## src/design/rmvm_pkg.sv

```systemverilog
package rmvm_pkg;

  localparam int NUM_FEATURES = 16;
  localparam int FIDX_W = (NUM_FEATURES > 1) ? $clog2(NUM_FEATURES) : 1;

  localparam int IDX_W  = 4;
  localparam int MEAN_W = 32;
  localparam int SQ_W   = 48;
  localparam int CNT_W  = 24;

  localparam int DIF_W  = MEAN_W + 1;
  localparam int OPB_W  = DIF_W;
  localparam int NUM_W  = 56;
  localparam int DEN_W  = CNT_W + 1;
  localparam int PROD_W = SQ_W + OPB_W;
  localparam int STEP_W = 6;

  localparam logic [SQ_W-1:0]  SQ_MAX  = '1;
  localparam logic [CNT_W-1:0] CNT_MAX = '1;

  localparam logic FUNC_INSERT = 1'b0;
  localparam logic FUNC_MERGE  = 1'b1;

  localparam logic [STEP_W-1:0] STEPS_DIF  = STEP_W'(DIF_W);
  localparam logic [STEP_W-1:0] STEPS_CNT  = STEP_W'(CNT_W);
  localparam logic [STEP_W-1:0] STEPS_F    = STEP_W'(MEAN_W);
  localparam logic [STEP_W-1:0] STEPS_WIDE = STEP_W'(NUM_W);

  typedef enum logic {
    OP_MUL,
    OP_DIV
  } arith_op_t;

  typedef struct packed {
    logic             start;
    arith_op_t        op;
    logic [STEP_W-1:0] steps;
  } unit_req_t;

  typedef struct packed {
    logic              en;
    logic [FIDX_W-1:0] idx;
    logic [MEAN_W-1:0] mean;
    logic [SQ_W-1:0]   sq;
    logic              cnt_en;
    logic [CNT_W-1:0]  cnt;
  } store_wr_t;

  typedef enum logic [3:0] {
    S_IDLE,
    S_LOAD,
    S_I_DIV,
    S_I_MUL,
    S_M_SQ,
    S_M_NN,
    S_M_F,
    S_M_TERM,
    S_M_W1,
    S_M_W2,
    S_M_MEAN,
    S_WRITE,
    S_OUT
  } st_t;

  function automatic logic [DIF_W-1:0] mag33(logic [DIF_W-1:0] v);
    return v[DIF_W-1] ? (~v + 1'b1) : v;
  endfunction

endpackage

```

## src/design/rmvm_if.sv

```systemverilog
interface rmvm_in_if;
  logic                          valid;
  logic                          ready;
  logic                          func;
  logic [rmvm_pkg::IDX_W-1:0]    feature_index;
  logic signed [rmvm_pkg::MEAN_W-1:0] sample_value;
  logic signed [rmvm_pkg::MEAN_W-1:0] other_mean;
  logic [rmvm_pkg::SQ_W-1:0]     other_sum_sq;
  logic [rmvm_pkg::CNT_W-1:0]    other_count;
  logic                          last_element;

  modport source (
    output valid, func, feature_index, sample_value, other_mean, other_sum_sq,
    other_count, last_element,
    input ready
  );
  modport sink (
    input valid, func, feature_index, sample_value, other_mean, other_sum_sq,
    other_count, last_element,
    output ready
  );
endinterface

interface rmvm_out_if;
  logic                          valid;
  logic                          ready;
  logic [rmvm_pkg::IDX_W-1:0]    out_index;
  logic signed [rmvm_pkg::MEAN_W-1:0] new_mean;
  logic [rmvm_pkg::SQ_W-1:0]     new_sum_sq;
  logic [rmvm_pkg::CNT_W-1:0]    new_count;

  modport source (
    output valid, out_index, new_mean, new_sum_sq, new_count,
    input ready
  );
  modport sink (
    input valid, out_index, new_mean, new_sum_sq, new_count,
    output ready
  );
endinterface

```

## src/design/rmvm_arith.sv

```systemverilog
module rmvm_arith (
  input  logic                        clk,
  input  logic                        rst,
  input  rmvm_pkg::unit_req_t         req,
  input  logic [rmvm_pkg::NUM_W-1:0]  opa,
  input  logic [rmvm_pkg::OPB_W-1:0]  opb,
  output logic                        done,
  output logic [rmvm_pkg::PROD_W-1:0] prod,
  output logic [rmvm_pkg::NUM_W-1:0]  quot
);
  import rmvm_pkg::*;

  logic              busy;
  logic [STEP_W-1:0] left;
  arith_op_t         op;
  logic [PROD_W-1:0] acc;
  logic [PROD_W-1:0] mcand;
  logic [OPB_W-1:0]  mplier;
  logic [DEN_W:0]    rem;
  logic [NUM_W-1:0]  num;
  logic [DEN_W-1:0]  den;
  logic [DEN_W:0]    rs;
  logic              ge;

  // restoring division, one quotient bit per step
  assign rs = {rem[DEN_W-1:0], num[NUM_W-1]};
  assign ge = (rs >= {1'b0, den});

  always_ff @(posedge clk) begin
    if (rst) begin
      busy <= 1'b0;
      done <= 1'b0;
      left <= '0;
    end else begin
      done <= 1'b0;
      if (req.start) begin
        busy <= 1'b1;
        left <= req.steps;
      end else if (busy) begin
        left <= left - 1'b1;
        if (left == STEP_W'(1)) begin
          busy <= 1'b0;
          done <= 1'b1;
        end
      end
    end
  end

  always_ff @(posedge clk) begin
    if (req.start) begin
      op     <= req.op;
      acc    <= '0;
      mcand  <= PROD_W'(opa);
      mplier <= opb;
      rem    <= '0;
      num    <= opa;
      den    <= opb[DEN_W-1:0];
    end else if (busy) begin
      if (op == OP_MUL) begin
        if (mplier[0]) begin
          acc <= acc + mcand;
        end
        mcand  <= mcand << 1;
        mplier <= mplier >> 1;
      end else begin
        rem <= ge ? (rs - {1'b0, den}) : rs;
        num <= {num[NUM_W-2:0], ge};
      end
    end
  end

  assign prod = acc;
  assign quot = num;

endmodule

```

## src/design/rmvm_store.sv

```systemverilog
module rmvm_store (
  input  logic                        clk,
  input  logic                        rst,
  input  logic [rmvm_pkg::FIDX_W-1:0] rd_idx,
  input  rmvm_pkg::store_wr_t         wr,
  output logic [rmvm_pkg::MEAN_W-1:0] rd_mean,
  output logic [rmvm_pkg::SQ_W-1:0]   rd_sq,
  output logic [rmvm_pkg::CNT_W-1:0]  count
);
  import rmvm_pkg::*;

  logic [MEAN_W-1:0] means [NUM_FEATURES];
  logic [SQ_W-1:0]   sums  [NUM_FEATURES];

  always_ff @(posedge clk) begin
    if (rst) begin
      for (int i = 0; i < NUM_FEATURES; i++) begin
        means[i] <= '0;
        sums[i]  <= '0;
      end
      count <= '0;
    end else begin
      if (wr.en) begin
        means[wr.idx] <= wr.mean;
        sums[wr.idx]  <= wr.sq;
      end
      if (wr.cnt_en) begin
        count <= wr.cnt;
      end
    end
  end

  assign rd_mean = means[rd_idx];
  assign rd_sq   = sums[rd_idx];

endmodule

```

## src/design/running_mean_variance_merge.sv

```systemverilog
// Per-feature running mean and sum of squared deviations with one shared sample
// count, fed one feature element per request. All arithmetic runs on a single
// bit-serial multiply/divide unit that retires one bit per cycle. An insert
// runs a 33-step divide and a 33-step multiply, and a merge runs five
// multiplies of 24 to 33 steps and two 56-step divides; a merge whose total
// count is zero skips the unit. A request is taken only while the sequencer is
// idle; the finished result sits in an output register, so the next request
// may enter while it waits to be taken.
module running_mean_variance_merge (
  input  logic        clk,
  input  logic        rst,
  rmvm_in_if.sink     item,
  rmvm_out_if.source  result
);
  import rmvm_pkg::*;

  st_t state, state_next;

  logic              it_func;
  logic [IDX_W-1:0]  it_idx;
  logic [MEAN_W-1:0] it_x;
  logic [MEAN_W-1:0] it_omean;
  logic [SQ_W-1:0]   it_osq;
  logic [CNT_W-1:0]  it_ocnt;
  logic              it_last;

  logic [MEAN_W-1:0] mean_r;
  logic [SQ_W-1:0]   sq_r;
  logic [DIF_W-1:0]  dif;
  logic [SQ_W-1:0]   qv;
  logic [NUM_W:0]    wacc;
  logic              wneg;
  logic [MEAN_W-1:0] new_mean_r;
  logic [SQ_W-1:0]   new_sq_r;

  logic              res_valid;
  logic [IDX_W-1:0]  res_idx;
  logic [MEAN_W-1:0] res_mean;
  logic [SQ_W-1:0]   res_sq;
  logic [CNT_W-1:0]  res_cnt;

  unit_req_t         u_req;
  logic [NUM_W-1:0]  u_opa;
  logic [OPB_W-1:0]  u_opb;
  logic              u_done;
  logic [PROD_W-1:0] u_prod;
  logic [NUM_W-1:0]  u_quot;

  store_wr_t         wr;
  logic [FIDX_W-1:0] fidx;
  logic [MEAN_W-1:0] rd_mean;
  logic [SQ_W-1:0]   rd_sq;
  logic [CNT_W-1:0]  cnt;

  logic              accept;
  logic              in_range;
  logic              res_free;
  logic [DEN_W-1:0]  tot;
  logic [MEAN_W-1:0] sel_val;
  logic [DIF_W-1:0]  ld_dif;
  logic [DIF_W-1:0]  qq;
  logic [DIF_W-1:0]  qs;
  logic [DIF_W-1:0]  nm_ext;
  logic [MEAN_W-1:0] nm_ins;
  logic [DIF_W-1:0]  r_ins;
  logic [PROD_W-16:0] sum_ins;
  logic [SQ_W-1:0]   sq_ins;
  logic [PROD_W-9:0] t_full;
  logic [SQ_W-1:0]   term;
  logic [SQ_W:0]     s1;
  logic [SQ_W-1:0]   s1_sat;
  logic [SQ_W:0]     s2;
  logic [SQ_W-1:0]   sq_mrg;
  logic [NUM_W:0]    w1s;
  logic [NUM_W:0]    w2s;
  logic [NUM_W:0]    ws;
  logic [NUM_W:0]    wmag;
  logic [MEAN_W-1:0] mq;
  logic [MEAN_W-1:0] nm_mrg;

  rmvm_arith u_arith (
    .clk  (clk),
    .rst  (rst),
    .req  (u_req),
    .opa  (u_opa),
    .opb  (u_opb),
    .done (u_done),
    .prod (u_prod),
    .quot (u_quot)
  );

  rmvm_store u_store (
    .clk     (clk),
    .rst     (rst),
    .rd_idx  (fidx),
    .wr      (wr),
    .rd_mean (rd_mean),
    .rd_sq   (rd_sq),
    .count   (cnt)
  );

  assign item.ready = (state == S_IDLE);
  assign accept     = item.valid && item.ready;
  assign res_free   = !res_valid || result.ready;
  assign fidx       = FIDX_W'(it_idx);
  assign in_range   = (32'(it_idx) < 32'(NUM_FEATURES));
  assign tot        = {1'b0, cnt} + {1'b0, it_ocnt};

  // insert datapath
  assign sel_val = (it_func == FUNC_MERGE) ? it_omean : it_x;
  assign ld_dif  = {sel_val[MEAN_W-1], sel_val} - {rd_mean[MEAN_W-1], rd_mean};
  assign qq      = u_quot[DIF_W-1:0];
  assign qs      = dif[DIF_W-1] ? (~qq + 1'b1) : qq;
  assign nm_ext  = {mean_r[MEAN_W-1], mean_r} + qs;
  assign nm_ins  = nm_ext[MEAN_W-1:0];
  assign r_ins   = {it_x[MEAN_W-1], it_x} - {nm_ins[MEAN_W-1], nm_ins};
  assign sum_ins = {{(PROD_W-15-SQ_W){1'b0}}, sq_r} + {1'b0, u_prod[PROD_W-1:16]};
  assign sq_ins  = (|sum_ins[PROD_W-16:SQ_W]) ? SQ_MAX : sum_ins[SQ_W-1:0];

  // merge datapath
  assign t_full = u_prod[PROD_W-1:8];
  assign term   = (|t_full[PROD_W-9:SQ_W]) ? SQ_MAX : t_full[SQ_W-1:0];
  assign s1     = {1'b0, sq_r} + {1'b0, it_osq};
  assign s1_sat = s1[SQ_W] ? SQ_MAX : s1[SQ_W-1:0];
  assign s2     = {1'b0, s1_sat} + {1'b0, term};
  assign sq_mrg = s2[SQ_W] ? SQ_MAX : s2[SQ_W-1:0];
  assign w1s    = mean_r[MEAN_W-1] ? (~{1'b0, u_prod[NUM_W-1:0]} + 1'b1)
                                   : {1'b0, u_prod[NUM_W-1:0]};
  assign w2s    = it_omean[MEAN_W-1] ? (~{1'b0, u_prod[NUM_W-1:0]} + 1'b1)
                                     : {1'b0, u_prod[NUM_W-1:0]};
  assign ws     = wacc + w2s;
  assign wmag   = ws[NUM_W] ? (~ws + 1'b1) : ws;
  assign mq     = u_quot[MEAN_W-1:0];
  assign nm_mrg = wneg ? (~mq + 1'b1) : mq;

  always_comb begin
    state_next = state;
    case (state)
      S_IDLE:   if (accept) state_next = S_LOAD;
      S_LOAD: begin
        if (!in_range) begin
          state_next = S_OUT;
        end else if (it_func == FUNC_INSERT) begin
          state_next = S_I_DIV;
        end else if (tot == '0) begin
          state_next = S_OUT;
        end else begin
          state_next = S_M_SQ;
        end
      end
      S_I_DIV:  if (u_done) state_next = S_I_MUL;
      S_I_MUL:  if (u_done) state_next = S_WRITE;
      S_M_SQ:   if (u_done) state_next = S_M_NN;
      S_M_NN:   if (u_done) state_next = S_M_F;
      S_M_F:    if (u_done) state_next = S_M_TERM;
      S_M_TERM: if (u_done) state_next = S_M_W1;
      S_M_W1:   if (u_done) state_next = S_M_W2;
      S_M_W2:   if (u_done) state_next = S_M_MEAN;
      S_M_MEAN: if (u_done) state_next = S_WRITE;
      S_WRITE:  state_next = S_OUT;
      S_OUT:    if (res_free) state_next = S_IDLE;
      default:  state_next = S_IDLE;
    endcase
  end

  always_comb begin
    u_req  = '{start: 1'b0, op: OP_MUL, steps: '0};
    u_opa  = '0;
    u_opb  = '0;
    wr     = '0;
    wr.idx = fidx;
    wr.mean = new_mean_r;
    wr.sq   = new_sq_r;
    case (state)
      S_LOAD: begin
        if (in_range && it_func == FUNC_INSERT) begin
          u_req = '{start: 1'b1, op: OP_DIV, steps: STEPS_DIF};
          u_opa = {mag33(ld_dif), {(NUM_W-DIF_W){1'b0}}};
          u_opb = OPB_W'({1'b0, cnt} + 1'b1);
        end else if (in_range && tot != '0) begin
          u_req = '{start: 1'b1, op: OP_MUL, steps: STEPS_DIF};
          u_opa = NUM_W'(mag33(ld_dif));
          u_opb = mag33(ld_dif);
        end
      end
      S_I_DIV: begin
        if (u_done) begin
          u_req = '{start: 1'b1, op: OP_MUL, steps: STEPS_DIF};
          u_opa = NUM_W'(mag33(dif));
          u_opb = mag33(r_ins);
        end
      end
      S_M_SQ: begin
        if (u_done) begin
          u_req = '{start: 1'b1, op: OP_MUL, steps: STEPS_CNT};
          u_opa = NUM_W'(it_ocnt);
          u_opb = OPB_W'(cnt);
        end
      end
      S_M_NN: begin
        if (u_done) begin
          u_req = '{start: 1'b1, op: OP_DIV, steps: STEPS_WIDE};
          u_opa = {u_prod[NUM_W-9:0], 8'b0};
          u_opb = OPB_W'(tot);
        end
      end
      S_M_F: begin
        if (u_done) begin
          u_req = '{start: 1'b1, op: OP_MUL, steps: STEPS_F};
          u_opa = NUM_W'(qv);
          u_opb = OPB_W'(u_quot[MEAN_W-1:0]);
        end
      end
      S_M_TERM: begin
        if (u_done) begin
          u_req = '{start: 1'b1, op: OP_MUL, steps: STEPS_CNT};
          u_opa = NUM_W'(mag33({mean_r[MEAN_W-1], mean_r}));
          u_opb = OPB_W'(cnt);
        end
      end
      S_M_W1: begin
        if (u_done) begin
          u_req = '{start: 1'b1, op: OP_MUL, steps: STEPS_CNT};
          u_opa = NUM_W'(mag33({it_omean[MEAN_W-1], it_omean}));
          u_opb = OPB_W'(it_ocnt);
        end
      end
      S_M_W2: begin
        if (u_done) begin
          u_req = '{start: 1'b1, op: OP_DIV, steps: STEPS_WIDE};
          u_opa = wmag[NUM_W-1:0];
          u_opb = OPB_W'(tot);
        end
      end
      S_WRITE: begin
        wr.en     = 1'b1;
        wr.cnt_en = it_last;
        if (it_func == FUNC_INSERT) begin
          wr.cnt = (cnt == CNT_MAX) ? CNT_MAX : cnt + 1'b1;
        end else begin
          wr.cnt = tot[CNT_W] ? CNT_MAX : tot[CNT_W-1:0];
        end
      end
      default: ;
    endcase
  end

  always_ff @(posedge clk) begin
    if (rst) begin
      state     <= S_IDLE;
      res_valid <= 1'b0;
    end else begin
      state <= state_next;
      if (state == S_OUT && res_free) begin
        res_valid <= 1'b1;
      end else if (result.ready) begin
        res_valid <= 1'b0;
      end
    end
  end

  always_ff @(posedge clk) begin
    if (accept) begin
      it_func  <= item.func;
      it_idx   <= item.feature_index;
      it_x     <= item.sample_value;
      it_omean <= item.other_mean;
      it_osq   <= item.other_sum_sq;
      it_ocnt  <= item.other_count;
      it_last  <= item.last_element;
    end
    case (state)
      S_LOAD: begin
        mean_r <= rd_mean;
        sq_r   <= rd_sq;
        dif    <= ld_dif;
        if (!in_range) begin
          new_mean_r <= '0;
          new_sq_r   <= '0;
        end else begin
          new_mean_r <= rd_mean;
          new_sq_r   <= rd_sq;
        end
      end
      S_I_DIV:  if (u_done) new_mean_r <= nm_ins;
      S_I_MUL:  if (u_done) new_sq_r <= sq_ins;
      S_M_SQ:   if (u_done) qv <= u_prod[SQ_W+15:16];
      S_M_TERM: if (u_done) new_sq_r <= sq_mrg;
      S_M_W1:   if (u_done) wacc <= w1s;
      S_M_W2:   if (u_done) wneg <= ws[NUM_W];
      S_M_MEAN: if (u_done) new_mean_r <= nm_mrg;
      S_OUT: begin
        if (res_free) begin
          res_idx  <= it_idx;
          res_mean <= new_mean_r;
          res_sq   <= new_sq_r;
          res_cnt  <= cnt;
        end
      end
      default: ;
    endcase
  end

  assign result.valid      = res_valid;
  assign result.out_index  = res_idx;
  assign result.new_mean   = res_mean;
  assign result.new_sum_sq = res_sq;
  assign result.new_count  = res_cnt;

  a_count_monotonic: assert property (@(posedge clk) disable iff (rst)
    (state == S_WRITE) |=> (cnt >= $past(cnt)))
    else $error("sample count went down on commit");

  a_done_in_wait: assert property (@(posedge clk) disable iff (rst)
    u_done |-> (state == S_I_DIV || state == S_I_MUL || state == S_M_SQ ||
                state == S_M_NN || state == S_M_F || state == S_M_TERM ||
                state == S_M_W1 || state == S_M_W2 || state == S_M_MEAN))
    else $error("unit finished outside a wait state");

  a_out_holds: assert property (@(posedge clk) disable iff (rst)
    (state == S_OUT && res_valid && !result.ready) |=> (state == S_OUT))
    else $error("result overwritten before it was taken");

  a_no_start_idle: assert property (@(posedge clk) disable iff (rst)
    (state == S_IDLE || state == S_OUT || state == S_WRITE) |-> !u_req.start)
    else $error("unit started outside the sequence");

endmodule
```

## src/flat_wrapper.sv

```systemverilog
// flat-port wrapper written by rule: the top's interface ports become plain ports
module running_mean_variance_merge_flat import rmvm_pkg::*;
  (clk, rst, item_valid, item_func, item_feature_index, item_sample_value, item_other_mean, item_other_sum_sq, item_other_count, item_last_element, item_ready, result_valid, result_out_index, result_new_mean, result_new_sum_sq, result_new_count, result_ready);
  rmvm_in_if item_i ();
  rmvm_out_if result_i ();
  input  logic clk;
  input  logic rst;
  input wire logic [$bits(item_i.valid)-1:0] item_valid;
  input wire logic [$bits(item_i.func)-1:0] item_func;
  input wire logic [$bits(item_i.feature_index)-1:0] item_feature_index;
  input wire logic [$bits(item_i.sample_value)-1:0] item_sample_value;
  input wire logic [$bits(item_i.other_mean)-1:0] item_other_mean;
  input wire logic [$bits(item_i.other_sum_sq)-1:0] item_other_sum_sq;
  input wire logic [$bits(item_i.other_count)-1:0] item_other_count;
  input wire logic [$bits(item_i.last_element)-1:0] item_last_element;
  output wire logic [$bits(item_i.ready)-1:0] item_ready;
  output wire logic [$bits(result_i.valid)-1:0] result_valid;
  output wire logic [$bits(result_i.out_index)-1:0] result_out_index;
  output wire logic [$bits(result_i.new_mean)-1:0] result_new_mean;
  output wire logic [$bits(result_i.new_sum_sq)-1:0] result_new_sum_sq;
  output wire logic [$bits(result_i.new_count)-1:0] result_new_count;
  input wire logic [$bits(result_i.ready)-1:0] result_ready;
  assign item_i.valid = item_valid;
  assign item_i.func = item_func;
  assign item_i.feature_index = item_feature_index;
  assign item_i.sample_value = item_sample_value;
  assign item_i.other_mean = item_other_mean;
  assign item_i.other_sum_sq = item_other_sum_sq;
  assign item_i.other_count = item_other_count;
  assign item_i.last_element = item_last_element;
  assign item_ready = item_i.ready;
  assign result_valid = result_i.valid;
  assign result_out_index = result_i.out_index;
  assign result_new_mean = result_i.new_mean;
  assign result_new_sum_sq = result_i.new_sum_sq;
  assign result_new_count = result_i.new_count;
  assign result_i.ready = result_ready;
  running_mean_variance_merge u_core (.clk(clk), .rst(rst), .item(item_i), .result(result_i));
endmodule
```

## config.mk

```make
export PLATFORM = sky130hd
export DESIGN_NAME = running_mean_variance_merge_flat
export DESIGN_NICKNAME = d
export VERILOG_FILES = /design/src/design/rmvm_pkg.sv /design/src/design/rmvm_if.sv /design/src/design/rmvm_arith.sv /design/src/design/rmvm_store.sv /design/src/design/running_mean_variance_merge.sv /design/src/flat_wrapper.sv
export SDC_FILE = /design/constraint.sdc
export NUM_CORES = 2
export LEC_CHECK = 0
export BUFFER_PORTS_ARGS = -buffer_cell sky130_fd_sc_hd__buf_2
export CORE_MARGIN = 1.5
export CORE_UTILIZATION = 60
export DETAILED_ROUTE_END_ITERATION = 8
export PLACE_DENSITY = 0.77
export SLEW_MARGIN = 20
export SYNTH_ARGS = -nofsm -noshare
export SYNTH_HDL_FRONTEND = slang
export SYNTH_SLANG_ARGS = --single-unit
```

## constraint.sdc

```tcl
create_clock -name clk -period 13.8 [get_ports clk]
set_clock_uncertainty 0.15 [all_clocks]
set_input_delay 2.76 -clock clk [delete_from_list [all_inputs] [get_ports clk]]
set_output_delay 2.76 -clock clk [all_outputs]
set_load 0.02 [all_outputs]
```

==> summary.txt <==
Outcome
  – Status: complete, no violations

Global route
  – Initial antenna violation count: 33
  – Vias in the first global route: 91000
  – Busiest layer in global routing: met2
  – Global routing usage on met1: 54.7%
  – Routing usage on met2: 63.2%
  – Pin count of the biggest net entering global routing: about 160
  – Total grt overflow: 0
  – Met3 Use GR: 8.33%
  – First-pass GRT wire length: 627000 um
  – Overall Global Routing Usage: 41.1%

Critical path
  – Most common cell type on the critical path: or3_1
  – CP max stage delay: roughly 0.53 ns
  – Crit path kind: register to register
  – Crit end category: register
  – Reg-to-Reg Start: u_core.u_arith.quot[2]
  – Slowest CP cell: a2111oi_0
  – Crit path DAT: 9.28 ns
  – R2R Setup Slk: 4.98 ns
  – Reg2Reg Depth: 28
  – Critical path peak fanout: 7
  – CP required: 14.25 ns
  – Crit start category: register
  – Reg2reg end: u_core.u_arith.mplier[31]

CTS
  – Hold-fix buffers, CTS: 0
  – Clock root cell: clkbuf_16
  – CTS tree: built
  – H-Tree Depth: 4
  – Resized Gates After CTS: 0
  – CTS buffer count: 221
  – Setup bufs post-CTS: 0
  – Worst skew pair latency: 0.91 ns
  – CTS sink count: 2172
  – Reg clk slew, reported paths: 0.06 ns
  – Clock Path Buffers: 3

Floorplan
  – Io pins: 256
  – Std cell rows: ~170
  – Die Wd: 458 um
  – Starting Density: 60.5%
  – Area of the core: 205000 um2
  – Total Die Area: 210000 um2
  – Vertical die dimension: 458 um

Layout
  – Most frequent cells in the layout: 2000 x edfxtp_1, 1330 x and2_1, 842 x nand2_1
  – Area growth syn-to-layout: 8.92%
  – Share of layout cells above drive strength 1: 12.5%
  – Fin nets: between 10000 and 15000
  – Most common cell after layout, fill and taps aside: edfxtp_1
  – Post-layout util: 65.9%

Synthesis
  – Synth Area per Inst: 11.5 um2
  – Post-Synth Adder-Cell Area: 4.54%
  – Mux share of post-synthesis cell area: around 7.9%
  – Synth Flop Type: edfxtp_1
  – Synth area leaders: edfxtp_1 48%, mux4_2 7.3%, and2_1 6.7%
  – Flops & latches, synth: around 2200
  – Cell Area, Synth: 124000 um2
  – XOR/XNOR Fraction of Synth Area: 5.11%
  – EDFF count, synth: 2000
  – Post-synthesis sequential area ratio: 51.1%
  – Compound-Gate Fraction of Synth Area: between 10% and 20%
  – Post-synthesis cell count: 10800
  – Synth Area in Simple Gates: 15.7%
  – Syn_nets: approximately 11000
  – Synth Warn #: 0
  – Post-synth top area share: approximately half
  – Dominant cell type by area after synthesis: edfxtp_1
  – Synth async-reset ratio: 0%
  – Post-synth cell types: around 120
  – Largest family of logic cells by synthesized area: simple AND/OR/NAND/NOR gates

Detailed routing
  – Initial DRC count: roughly 14000
  – Total number of vias: approximately 94000
  – Routed WL per cell: 32.2 um
  – Post-route ant nets: 0
  – Vias per cell: 6.93
  – Final WL: 439000 um
  – # DRC: 0
  – DRT Pass-1 Iters: 9

Timing
  – Period utilisation layout: between 60% and 70%
  – Fin. max-slew vios: 0
  – Rel. slew slack: 13.5%
  – Setup WS post-layout: about 5.0 ns
  – FMAX: 0.113 GHz
  – Setup_tns: 0 ns
  – RSZ-0062 raised after global routing: false
  – Crit path time final: 8.82 ns
  – Final Hold Fails: 0
  – Worst slew pin tran: between 1 and 1.5 ns
  – Setup-failing EPs final: 0

Hold path
  – Worst Hold Path Cells: 2
  – HP Class: register to register
  – Worst Hold End: u_core.u_arith.rem[24]
  – Hold Startpoint: u_core.u_arith.rem[24]

Run
  – Max_cap viols: 0

Placed design
  – # port buffers: 255
  – Final Wtd Congestion: 1.04
  – Setup WS pre-CTS: 5.34 ns
  – Hpwl dp: 303000 um
[cell usage after synthesis (all sizes together), types with 37 or more instances]
cell    number
o21ai      474
dfxtp      172
edfxtp    2000
buf         97
inv        215
o31ai       73
a221oi      55
a21o       333
or3         94
a31oi       73
nand2      847
nand3      204
nor2b       61
a22oi       80
a21oi      649
clkbuf     607
nand2b     137
nor4        55
mux2i       37
xnor2      470
and3        57
o221ai      51
mux4       400
ha         435
o21bai      67
nand4      101
mux2        41
xor2       254
nor2       448
o21a        70
or2         55
or4         42
nor3       127
and2      1334
o211ai      67
a211oi      65
a222oi      50
[sequential cells by signal (all words and copies together), names as in the netlist, 56 cells and up, named ones only]
signal and count:
u_core.u_arith.prod 81, u_core.u_arith.quot 56, u_core.u_store.sums 768, u_core.wacc 57
u_core.u_arith.mcand 81, u_core.u_store.means 512
[stage by stage]
step	area, um2	instances	hold slack (ns)
2_1_floorplan	124000	10800	0.274
3_3_place_gp	128000	13200	0.288
3_5_place_dp	128000	13200	0.316
4_1_cts	135000	13600	0.325
5_1_grt	135000	13600	0.337
6_report	135000	13600	0.320
[per-layer routing]
layer / share of wire (%) / up-vias
met5: 0.028 / -
met4: 6.7 / 20
met3: 11 / 1201
met2: 45 / 6100
met1: 37 / 47000
li1: - / 40200
[how the worst max path moves through the flow]
stage	from	end	slack (ns)
floorplan	result_ready	u_core.result.new_count[0]	5.40
global placement	u_core.u_arith.quot[2]	u_core.u_arith.mplier[31]	5.35
detailed placement	u_core.u_arith.quot[2]	u_core.u_arith.mplier[31]	5.34
CTS	u_core.u_arith.quot[2]	u_core.u_arith.mplier[31]	5.28
global route	u_core.u_arith.quot[2]	u_core.u_arith.mplier[31]	4.58
finish	u_core.u_arith.quot[2]	u_core.u_arith.mplier[31]	4.98
[cells by family (layout without fill, tap and decap cells)]
| kind of cell | after synthesis | in the layout |
|---|---|---|
| compound gates | 2392 | 2392 |
| xor+xnor | 724 | 724 |
| fa+ha+maj | 445 | 445 |
| buf+inv | 921 | 1077 |
| flops | 2172 | 2172 |
| mux | 478 | 478 |
| other cells | 0 | 13 |
| simple gates | 3648 | 3648 |
[final cells by class]
| type | count | area (um2) |
|---|---|---|
| clock inverters | 151 | 1580 |
| inverters | 217 | 823 |
| well taps | 2688 | 3360 |
| repair buffers | 440 | 2700 |
| multi-input cells | 7687 | 57500 |
| fillers | 15200 | 69900 |
| diodes | 13 | 32.5 |
| clock buffers | 269 | 5780 |
| flip-flops and latches | 2172 | 63500 |
[critical path, delay by kind of cell (launching register included)]
family / cells / cell delay (ns)
AO/OA/AOI/OAI: 10 / 2.94
AND/OR/NAND/NOR: 12 / 3.51
multiplexers: 1 / 0.09
adder cells (fa/ha/maj): 2 / 0.71
XOR/XNOR: 3 / 0.64
flip-flops: 1 / 0.50
Power is not shown: default switching activity piles up to over one toggle a cycle in this logic, so the estimate is an artifact.
